**config.mk**
```make
export PLATFORM = sky130hd
export DESIGN_NAME = slau_ram
export DESIGN_NICKNAME = d
export VERILOG_FILES = /design/src/hdl/slau_ram.sv
export SDC_FILE = /design/constraint.sdc
export NUM_CORES = 2
export LEC_CHECK = 0
export BUFFER_PORTS_ARGS = -buffer_cell sky130_fd_sc_hd__buf_2
export CAP_MARGIN = 20
export CORE_MARGIN = 4
export CORE_UTILIZATION = 57
export CTS_BUF_LIST = sky130_fd_sc_hd__clkbuf_2 sky130_fd_sc_hd__clkbuf_4 sky130_fd_sc_hd__clkbuf_8
export DETAILED_ROUTE_END_ITERATION = 10
export PLACE_DENSITY = 0.73
export RECOVER_POWER = 50
export SYNTH_ARGS = -nofsm -noshare
export SYNTH_HDL_FRONTEND = slang
export SYNTH_SLANG_ARGS = --single-unit
```
**constraint.sdc**
```tcl
create_clock -name clk -period 2.3 [get_ports clk]
set_input_delay 0.115 -clock clk [delete_from_list [all_inputs] [get_ports clk]]
set_output_delay 0.115 -clock clk [all_outputs]
set_load 0.1 [all_outputs]
```
**src/hdl/slau_ram.sv**
```systemverilog
// generic single write port ram with registered read
`default_nettype none

module slau_ram #(
    parameter int WIDTH = 8,
    parameter int DEPTH = 256
) (
    input  logic                     clk,
    input  logic                     we,
    input  logic [$clog2(DEPTH)-1:0] wr_addr,
    input  logic [WIDTH-1:0]         wr_data,
    input  logic [$clog2(DEPTH)-1:0] rd_addr,
    output logic [WIDTH-1:0]         rd_data
);

    logic [WIDTH-1:0] mem [DEPTH];
    logic [WIDTH-1:0] rd_data_reg;

    // write port
    always_ff @(posedge clk)
    begin
        if (we)
        begin
            mem[wr_addr] <= wr_data;
        end
    end

    // registered read port
    always_ff @(posedge clk)
    begin
        rd_data_reg <= mem[rd_addr];
    end

    assign rd_data = rd_data_reg;

endmodule

`default_nettype wire

```
# Word-level counts from Yosys, hierarchy flattened
# Memories as Yosys holds them, arrays and structs flattened. A register that Yosys moved wholly into a read port is not among the register bits.
# Index checks and enable logic that the tools add are counted.
[word_totals]
register_bits = 0
ramBits = 2048
input_bits = 26
output_inout_bits = 8
elab_cells = 3
memories = 1
[mem_list]
columns = ["memory", "words", "width", "rd", "rd_ports_with_merged_regs", "wr", "line", "rtl"]
rows = [
  ["mem", 256, 8, 1, 1, 1, "16", "logic [WIDTH-1:0] mem [DEPTH];"],
]
[classes]
muxes = 2
[op_table]
columns = ["cell", "count"]
rows = [
  ["2-to-1 mux 1 bit", 2],
]

# Depth between registers and ports, before layout
[depth]
word_depth = 2
depth_mapped = 11
depth_no_buf = 6

# Worst setup path before layout
# No wires, ideal clock.
[synth_timing]
kind = "input to register"
start = "in rd_addr[0]"
end = "reg rd_data_reg[2] (netlist: rd_data[2]) (read register of mem)"
setup_time_ns = 0.131
t_arrival_ns = 1.922
required_ns = 2.169
setup_slack_ns = 0.247
path_stages = 9
path_buffers = 4
cell_sequence = "buf_6 > buf_12 > buf_8 > buf_2 > mux4_2 > a22oi_1 > a21oi_1 > nor4_1 > nor4_2"
[synth_lines]
columns = ["element", "line", "rtl"]
rows = [
  ["start, declared", "12", "input logic [$clog2(DEPTH)-1:0] rd_addr,"],
  ["end, declared", "17", "logic [WIDTH-1:0] rd_data_reg;"],
]

==> impl_metrics.json <==
{
  "synthSimpleGateAreaFrac": 0.0263,
  "fin_setup_tns_ps": -33.1,
  "avgViaCountPerCell": 6.34,
  "numPortBuffers": 33,
  "violations": "capacitance limit, slew limit, setup timing",
  "routed_wl_um": 195000,
  "fmax_mhz": 432,
  "synth_top_area_frac": 0.773,
  "synth-compound-area-share": 0.0342,
  "drtIter0Drc": 5912,
  "ant_nets": 0,
  "avgSynthCellArea_um2": 21.3,
  "synth_top_family_by_area": "multiplexers",
  "power_leakage_nw": 30.5,
  "drc": 0,
  "synthTopCellsByArea": "edfxtp_1, mux4_2, mux2i_1",
  "critPathArrivalTime_ps": 3180,
  "critPathLaunchType": "flip-flop",
  "ys_ff_latch": 2056,
  "fillers": 8460,
  "post_cts_buffers": 0,
  "fp-row-count": 136,
  "start_util": 0.576,
  "synth_edf_count": 2048,
  "grt_pass1_wl_um": 287000,
  "syn_area_mm2": 0.0796,
  "ir_drop_mv": 0.703,
  "synth_cell_types": 55,
  "final_core_util": 0.675,
  "placed_area_mm2": 0.0869,
  "critPathMaxFanout": 1,
  "synth_xor_area_frac": 0,
  "io_pins": 34,
  "hp-class": "in -> reg",
  "nets": 4590,
  "r2r_cells": 7,
  "coreArea_mm2": 0.138,
  "cts-htree-levels": 5,
  "fin_skew_ps": 72.8,
  "grt_overflow": 0,
  "top_layer": "met5",
  "rsz0062_at_grt": "true",
  "synth_most_common_cell": "edfxtp_1",
  "p_per_area_mw_per_mm2": 804,
  "yosys.area_share.adder": 0,
  "final-setup-viol-count": 2,
  "clock_path_buffers": 4,
  "endpoint_kind": "flip-flop",
  "status": "finished with violations",
  "first_global_vias": 42400,
  "setup_ws_ps": -17.5,
  "max_slew_margin": -0.597,
  "required_ps": 3170,
  "largest_reg_flops": 2048,
  "drv_slew": 454,
  "ys_top_cells_by_count": "edfxtp_1, mux4_2, nor2_1, mux2i_1, a22oi_1",
  "cap_violations": 6,
  "clock-root-buffer": "clkbuf_8",
  "async_flop_share": 0,
  "syn_nets": 3759,
  "tritoncts": "yes",
  "drt-met1-wl_um": 72900,
  "tightest_slew_ps": 2400,
  "via_count": 42200,
  "whs_path_depth": 7,
  "synth_warnings": 0,
  "dieWidth_um": 382,
  "synthMuxAreaShare": 0.146,
  "routed-wl-met2_um": 93600,
  "fin_area_mm2": 0.0932,
  "yosysTopAreaCell": "edfxtp_1",
  "cts_buffers": 331,
  "grt.total_usage": 0.271,
  "finalHoldViolCount": 0,
  "clk_latency_ps": 1020,
  "synth_sequential_area_ratio": 0.775,
  "worstSetupPathType": "reg -> reg",
  "grt_start_max_net_pins": 102,
  "dp_hpwl_um": 127000,
  "met3_length_um": 22000,
  "finalCritPeriodShare": 1.01,
  "drtPass1Iterations": 6,
  "wl_per_cell_um": 29.4,
  "fp.dieH_um": 382,
  "cts.clk_slew.worst_paths_ps": 60,
  "drive_gt1_frac": 0.352,
  "synth_ff_type": "edfxtp_1",
  "min_period_ps": 2320,
  "clkSinkCount": 2056,
  "area_growth_pct": 17.1,
  "place.gp.congestion": 0.860,
  "die-area_mm2": 0.146,
  "antenna_found_initial": 4,
  "synth_cells": 3733
}
==> cell type report <==
class	instances	area, µm²	share of cell area
Inverter	2	7.51	0.0000806
Sequential cell	2056	61700	0.662
Clock inverter	123	563	0.00604
Multi-Input combinational cell	1442	16800	0.180
Antenna cell	5	12.5	0.000134
Tap cell	1863	2330	0.0250
Timing Repair Buffer	731	6360	0.0682
Clock buffer	436	5440	0.0584
==> path summary, 6_finish.rpt <==
path | endpoint | from | slack [ps]
worst max register to register | rd_data[0] | mem[96][0] | -20
worst min-delay path | rd_data[3] | rd_addr[6] | 170
worst max-delay path | rd_data[0] | mem[96][0] | -20
worst min register to register | rd_data[5] | mem[32][5] | 1130
==> critical path, stage by stage (launching register included) <==
cell	delay [ps]
edfxtp_1	380
mux4_2	480
nor2b_1	170
a211oi_2	330
nor3_1	150
nor4_4	430
buf_4	190
nor4_2	40
==> placed cells by master, fill, tap and decap left out, drive strengths merged, types with 6 or more instances in the layout <==
cell type       n
and2            6
clkinv        118
mux2i         134
a21oi          96
nand4          10
dlygate4sd3    19
buf           682
dfxtp           8
nor4           27
a22oi         133
a22o            8
clkbuf        466
nor2b          31
o21ai          12
a221oi         14
nand3          34
nand2b          8
o211ai         10
nor3           22
edfxtp       2048
nor2          282
a211oi         16
o22ai          28
o221ai         47
nand2          33
mux4          456
==> cells by family (layout without fill, tap and decap cells) <==
logic type             Yosys count  count (layout)
muxes                          591             591
DFF                           2056            2056
AOI/OAI and AO/OA              385             385
buffers and inverters          235            1292
other                            0               5
and+or+nand+nor                466             466
==> metal layers <==
metal  vias up  global-route usage
met5         -                   0
met4         2              0.0956
met3       430              0.0608
met2      2609               0.420
met1     21800               0.390
li1      17400                   -
==> per-stage QoR <==
| stage | cells | hold WS, ps | setup slack (ps) | power [W] |
|---|---|---|---|---|
| detailed placement | 6076 | 596 | -1070 | 0.0466 |
| global route | 6654 | 85.9 | -19.1 | 0.0775 |
| CTS | 6654 | 48.6 | -40.2 | 0.0754 |
| finish | 6658 | 172 | -17.5 | 0.0749 |
| floorplan | 3733 | 214 | 247 | 0.0443 |
| global placement | 6076 | 583 | -1110 | 0.0465 |
==> report_power, final <==
part	total (W)	switching, W	internal [W]	leakage, nW
clock	0.0290	0.0135	0.0155	3.18
sequential	0.0414	0.0000729	0.0413	18.5
combinational	0.00454	0.00277	0.00176	8.81
==> what timing repair did <==
action,CTS,global route
pin swaps,11,9
setup endpoints to repair,8,7
hold buffers,19,0
hold endpoints to repair,2489,0
gates resized for setup,33,17
Note: power is estimated with default switching activity, not from simulation.
